$ cat src/hdl/kvs_pkg.sv
// shared constants and payload types for the keyframe vector sampler
package kvs_pkg;

  localparam int MAX_KEYS  = 64;
  localparam int KEY_AW    = $clog2(MAX_KEYS);
  localparam int KCNT_W    = 7;
  localparam int FRAC_BITS = 16;
  localparam int T_W       = FRAC_BITS + 1;
  localparam int DCNT_W    = $clog2(FRAC_BITS + 1);
  localparam int VAL_W     = 32;
  localparam int VEC_W     = 3 * VAL_W;

  localparam logic MODE_LOAD  = 1'b0;
  localparam logic MODE_QUERY = 1'b1;

  typedef struct packed {
    logic                    mode;
    logic [KEY_AW-1:0]       key_index;
    logic [VAL_W-1:0]        key_time;
    logic signed [VAL_W-1:0] key_x;
    logic signed [VAL_W-1:0] key_y;
    logic signed [VAL_W-1:0] key_z;
    logic [VAL_W-1:0]        query_time;
  } in_t;

  typedef struct packed {
    logic signed [VAL_W-1:0] out_x;
    logic signed [VAL_W-1:0] out_y;
    logic signed [VAL_W-1:0] out_z;
    logic [KEY_AW-1:0]       segment;
  } out_t;

endpackage

$ cat src/hdl/kvs_div.sv
// iterative restoring divider for the segment fraction, one quotient bit per cycle
module kvs_div import kvs_pkg::*; (
  input  logic             clk,
  input  logic             rst,
  input  logic             start,
  input  logic [VAL_W-1:0] num,
  input  logic [VAL_W-1:0] den,
  output logic             done,
  output logic [T_W-1:0]   quo
);

  logic              busy;
  logic [DCNT_W-1:0] cnt;
  logic [VAL_W-1:0]  rem;
  logic [VAL_W-1:0]  dvs;
  logic [VAL_W:0]    trial;
  logic [VAL_W:0]    trial_sub;
  logic              ge;

  // first step tests the integer bit, later steps shift the remainder
  always_comb begin
    trial     = (cnt == '0) ? {1'b0, rem} : {rem, 1'b0};
    trial_sub = trial - {1'b0, dvs};
    ge        = (trial >= {1'b0, dvs});
  end

  // sequencer and datapath
  always_ff @(posedge clk) begin
    if (rst) begin
      busy <= 1'b0;
      done <= 1'b0;
      cnt  <= '0;
    end else begin
      done <= 1'b0;
      if (start) begin
        busy <= 1'b1;
        cnt  <= '0;
        rem  <= num;
        dvs  <= den;
        quo  <= '0;
      end else if (busy) begin
        rem <= ge ? trial_sub[VAL_W-1:0] : trial[VAL_W-1:0];
        quo <= {quo[T_W-2:0], ge};
        if (cnt == DCNT_W'(FRAC_BITS)) begin
          busy <= 1'b0;
          done <= 1'b1;
        end else begin
          cnt <= cnt + DCNT_W'(1);
        end
      end
    end
  end

endmodule

$ cat config.mk
export PLATFORM = sky130hd
export DESIGN_NAME = kvs_div
export DESIGN_NICKNAME = d
export VERILOG_FILES = /design/src/hdl/kvs_pkg.sv /design/src/hdl/kvs_div.sv
export SDC_FILE = /design/constraint.sdc
export NUM_CORES = 1
export LEC_CHECK = 0
export ABC_AREA = 1
export BUFFER_PORTS_ARGS = -buffer_cell sky130_fd_sc_hd__buf_2
export CAP_MARGIN = 30
export CELL_PAD_IN_SITES_DETAIL_PLACEMENT = 2
export CELL_PAD_IN_SITES_GLOBAL_PLACEMENT = 2
export CORE_ASPECT_RATIO = 1.1
export CORE_UTILIZATION = 30
export DETAILED_ROUTE_END_ITERATION = 6
export PLACE_DENSITY_LB_ADDON = 0.1
export SLEW_MARGIN = 20
export SYNTH_ARGS = -nofsm -noshare
export SYNTH_HDL_FRONTEND = slang
export SYNTH_SLANG_ARGS = --single-unit
$ cat constraint.sdc
create_clock -name clk -period 4.9 [get_ports clk]
set_input_delay 1.47 -clock clk [delete_from_list [all_inputs] [get_ports clk]]
set_output_delay 1.47 -clock clk [all_outputs]
set_load 0.02 [all_outputs]
# Word-level counts from Yosys, hierarchy flattened
# Cells that the tools add are included.
dict set report word_totals {
  regBits 88
  out_inout_bits 18
  word_cells 29
}
dict set report op_classes {
  n_lt_le_gt_ge 1
  eq_ne 1
  reduce_logical 7
  bitwise 3
  n_addsub 2
  muxes 9
}
# operator n
set op_table {}
lappend op_table {{32-bit 2-to-1 mux} 3}
lappend op_table {{33-bit by 32-bit greater-or-equal comparator with 1-bit output} 1}
lappend op_table {{33-bit 2-to-1 mux} 1}
lappend op_table {{32-bit subtractor} 1}
lappend op_table {{17-bit 2-to-1 mux} 1}
lappend op_table {{2-bit AND reduction} 3}
lappend op_table {{5-bit by 1-bit adder with 5-bit output (second input constant)} 1}
lappend op_table {{5-bit equality test (second input constant)} 1}
lappend op_table {{5-bit zero test} 1}
lappend op_table {{1-bit 2-to-1 mux} 4}
lappend op_table {{1-bit NOT} 3}
lappend op_table {{3-bit OR reduction} 1}
lappend op_table {{2-bit nonzero test} 1}
lappend op_table {{2-bit OR reduction} 1}

# Longest topological paths before layout
dict set report logic_depth {
  word_depth 6
  depth_mapped 21
  depth_no_buf 20
}

# Least setup slack after synthesis
# No wires, ideal clock.
dict set report synth_path {
  kind {in2reg}
  startpoint {in start}
  endpoint {reg quo[0], enable pin}
  setup_slack_ns -0.035
  required_ns 4.428
  arrival_time_ns 4.463
  cell_stages 4
  setup_time_ns 0.472
  cell_sequence {clkbuf_1 clkinv_1 buf_2 a21oi_1}
}
dict set report synth_between {
  elab_chain_cells 2
}
# element line
set synth_rtl {}
lappend synth_rtl {{start, declared} kvs_div.sv:5} ;# input logic start,
lappend synth_rtl {{2-bit nonzero test (no line)} --}
lappend synth_rtl {{2-bit AND reduction (no line)} --}
lappend synth_rtl {{end signal, assigned} kvs_div.sv:43} ;# quo <= {quo[T_W-2:0], ge};
lappend synth_rtl {{end, declared} kvs_div.sv:9} ;# output logic [T_W-1:0] quo
# Every way passes these cells.
# A chain may end at the register's enable or synchronous reset.

# Worst setup path in the final report
dict set report layout_path {
  startpoint {reg cnt[1]}
  endpoint {reg rem[26], data pin}
}
dict set report layout_between {
  elab_chain_cells 6
  word_cells_on_any_way 7
}
# element line
set layout_rtl {}
lappend layout_rtl {{start, declared} kvs_div.sv:13} ;# logic [DCNT_W-1:0] cnt;
lappend layout_rtl {{start signal, assigned} kvs_div.sv:48} ;# cnt <= cnt + DCNT_W'(1);
lappend layout_rtl {{5-bit zero test *} kvs_div.sv:22} ;# trial = (cnt == '0) ? {1'b0, rem} : {rem, 1'b0};
lappend layout_rtl {{33-bit 2-to-1 mux *} kvs_div.sv:22}
lappend layout_rtl {{32-bit subtractor / 33-bit by 32-bit greater-or-equal comparator with 1-bit output (equally long branches)} {kvs_div.sv:23, kvs_div.sv:24}}
lappend layout_rtl {{32-bit 2-to-1 mux *} kvs_div.sv:42} ;# rem <= ge ? trial_sub[VAL_W-1:0] : trial[VAL_W-1:0];
lappend layout_rtl {{32-bit 2-to-1 mux *} kvs_div.sv:41} ;# end else if (busy) begin
lappend layout_rtl {{32-bit 2-to-1 mux *} kvs_div.sv:35} ;# if (start) begin
lappend layout_rtl {{end signal, assigned} kvs_div.sv:38} ;# rem <= num;
lappend layout_rtl {{end signal, assigned} kvs_div.sv:42}
lappend layout_rtl {{end, declared} kvs_div.sv:14} ;# logic [VAL_W-1:0] rem;
# Every way passes the cells marked *; elsewhere a longest branch is shown, timed or not. The select of a mux whose other input is x is not followed.

==> impl_metrics.py <==
metrics = {
    "outcome": {
        "outcome": "finished, final reports clean",
    },
    "place": {
        "placed_cells": 1352,
        "dp_hpwl_microns": 20100,
        "place_congestion": 0.884,
        "port_buffers": 84,
    },
    "drt": {
        "vias_per_cell": 4.76,
        "ant_nets": 0,
        "drt_iter0_drc": 250,
        "drc_errors": 0,
        "wirelength_microns": 24400,
        "first_pass_iters": 4,
        "vias": 6505,
        "wl_per_cell_microns": 17.9,
    },
    "cts": {
        "hold_buffers": 0,
        "cts_made_buffers": 9,
        "clockBufferDepth": 2,
        "worstSkewPairLatency_ns": 0.36,
        "h-tree-depth": 3,
        "cts-resized-gates": 0,
        "tritoncts": "built",
        "clock_sinks": 88,
        "cts_setup_buffers": 0,
        "clk_pin_slew_ns": 0.08,
        "root_buffer": "clkbuf_16",
    },
    "power_and_ir_drop": {
        "ir_drop_v": 0.000164,
        "p_leak_nw": 4.05,
        "total_power_mw": 2.79,
        "powerDensity_mw_per_mm2": 355,
    },
    "hold_path": {
        "hold_path.class": "reg2reg",
        "whs_endpoint": "cnt[1]",
        "min_from": "cnt[1]",
        "min_path_cells": 2,
    },
    "timing": {
        "finalSetupViolations": 0,
        "worst_slew_pin_slew_ns": 0.641,
        "maxSlewViolCount": 0,
        "clock_skew_ns": 0.0100,
        "slew-limit-headroom_pct": 57.2,
        "hold_viol_final": 0,
        "hold-worst-slack_ns": 0.534,
        "fin_crit_ns": 4.01,
        "rsz0062_at_grt": "no",
        "setup_tns_ns": 0,
        "fin_crit_sh_pct": 81.9,
        "clock.fmax_ghz": 0.249,
    },
    "floorplan": {
        "start_util_pct": 30.6,
        "core_sq_mm": 0.0221,
        "die_area_sq_mm": 0.0231,
        "fp-row-count": 57,
        "die_width_microns": 145,
        "num_io_pins": 85,
        "die_h_microns": 159,
    },
    "grt": {
        "grt_max_degree": 60,
        "antenna_found_initial": 0,
        "grt_overflow": 0,
        "grt_usage_pct": 21.7,
        "grt_first_pass_wirelength_microns": 38700,
        "first_global_vias": 7009,
    },
    "logic_synthesis": {
        "synth_ff_type": "edfxtp_1",
        "synth_cell_types": 39,
        "avgSynthCellArea_sq_um": 6.86,
        "synth_compound_area_share_pct": 4.81,
        "yosys.area_share.simple_pct": 36.4,
        "netlist_area_sq_mm": 0.00676,
        "synth_edf_count": 81,
        "yosys_warnings": 0,
        "synth_seq_cells": 88,
        "async_flop_share_pct": 0,
        "synth-xor-area-share_pct": 1.81,
        "synth_top_family_by_area": "simple AND/OR/NAND/NOR gates",
        "netlist_instances": 986,
        "synthMuxAreaShare_pct": 0,
        "synth_seq_area_share_pct": 38.0,
        "synth.net_count": 1088,
        "yosys.area_share.adder_pct": 6.59,
    },
    "run": {
        "max_cap_violations": 0,
    },
    "critical_path": {
        "worstReg2RegEnd": "rem[26]",
        "reg2reg_depth": 17,
        "cp-end-kind": "register",
        "cp_data_required_time_ns": 5.02,
        "critPathKind": "reg2reg",
        "critPathLaunchType": "register",
        "r2r_start": "cnt[1]",
        "path_max_fanout": 59,
        "reg2reg_setup_slack_ns": 0.89,
        "worstPathArrival_ns": 4.13,
    },
    "finish": {
        "layout-drive-gt1-share_pct": 12.0,
        "nets": 1170,
        "final_util_pct": 35.5,
        "fin_cells": 1368,
        "syn2layout_area_growth_pct": 16.0,
        "n_antenna_cell": 0,
        "n_fill_cell": 2744,
    },
}
-- per-stage QoR --
step                      instance area, sq um  setup WS, ns
final                                     7850         0.888
after global routing                      7850         0.538
after CTS                                 7850         0.826
after detailed placement                  7550         0.830
after global placement                    7520         0.965
after floorplan                           6770         0.965
-- routing by layer --
layer / up-vias / wire [microns] / track usage, %
li1: 3233 / - / -
met1: 3137 / 11700 / 29.6
met2: 113 / 11500 / 36.5
met3: 22 / 915 / 2.55
met4: 0 / 363 / 5.36
met5: - / 0 / 0
-- cells in the mapped netlist (3+ instances only) --
master    number  area share, %
dfxtp_1        7            2.1
inv_2          3           0.17
nand3_1       67            5.0
edfxtp_1      81             36
clkbuf_1      13           0.72
ha_1          34            6.3
nor2_1        75            4.2
o21ai_0       23            1.7
nand4_1       10           0.93
nand3b_1      26            2.9
nor2_2         3           0.28
inv_1        190             11
nor3_1         5           0.37
xnor2_1       13            1.7
a21oi_1       31            2.3
nand2_1      370             21
buf_2          5           0.37
-- flip-flops by register name, summed over array words and instances (netlist names) --
signal and cells:
rem 32, done 1, busy 1, cnt 5, quo 17, dvs 32
-- where the power goes --
part | switching, mW | leakage (nW) | total, mW | internal, mW
logic | 0.775 | 3.08 | 1.14 | 0.364
clock network | 0.362 | 0.143 | 0.723 | 0.361
registers | 0.0247 | 0.831 | 0.927 | 0.902
total | 1.16 | 4.05 | 2.79 | 1.63
-- layout by cell type, fill, tap and decap left out, types with 23 or more instances in the layout --
cell type	n
nand2_1	370
inv_1	190
buf_2	84
edfxtp_1	81
nor2_1	74
nand3_1	67
ha_1	34
a21oi_1	30
nand3b_1	26
o21ai_0	23
-- worst max path at each step --
stage / startpoint / end / slack (ns) / cells after the start
finish: cnt[1] / rem[26] / 0.89 / 17
global route: cnt[0] / rem[27] / 0.54 / 17
CTS: cnt[1] / rem[26] / 0.83 / 17
detailed placement: cnt[1] / rem[26] / 0.83 / 17
global placement: cnt[0] / rem[25] / 0.96 / 17
floorplan: start / quo[0] / 0.96 / 4
-- cell families (layout without fill, tap and decap cells) --
family / after synthesis / after routing
buffers and inverters: 216 / 303
AND/OR/NAND/NOR: 572 / 572
AO/OA/AOI/OAI: 61 / 61
adder cells (fa/ha/maj): 35 / 35
flip-flops: 88 / 88
XOR/XNOR: 14 / 14
-- worst max-delay path, stage by stage (launching register included) --
cell,delay [ns]
dfxtp_1,0.33
inv_1,0.08
ha_1,0.23
nand3_4,0.50
o21ai_0,0.56
ha_1,0.38
nand2_1,0.10
nand2_1,0.08
a21oi_1,0.28
nand3_2,0.20
nand2_1,0.12
nand2_1,0.10
nand2_4,0.09
nand2_4,0.23
nand2_2,0.26
nand2_1,0.08
nand2_1,0.06
nand2_1,0.05
-- layout make-up --
type / instances / area, sq um / area share, %
Inverter: 194 / 728 / 9.28
Clock buffer: 9 / 225 / 2.87
Multi-Input combinational cell: 682 / 3370 / 43.0
Clock inverter: 7 / 70.1 / 0.893
Tap cell: 295 / 369 / 4.70
Sequential cell: 88 / 2570 / 32.8
Timing Repair Buffer: 93 / 508 / 6.47
Power figures use the tool's default switching activity.
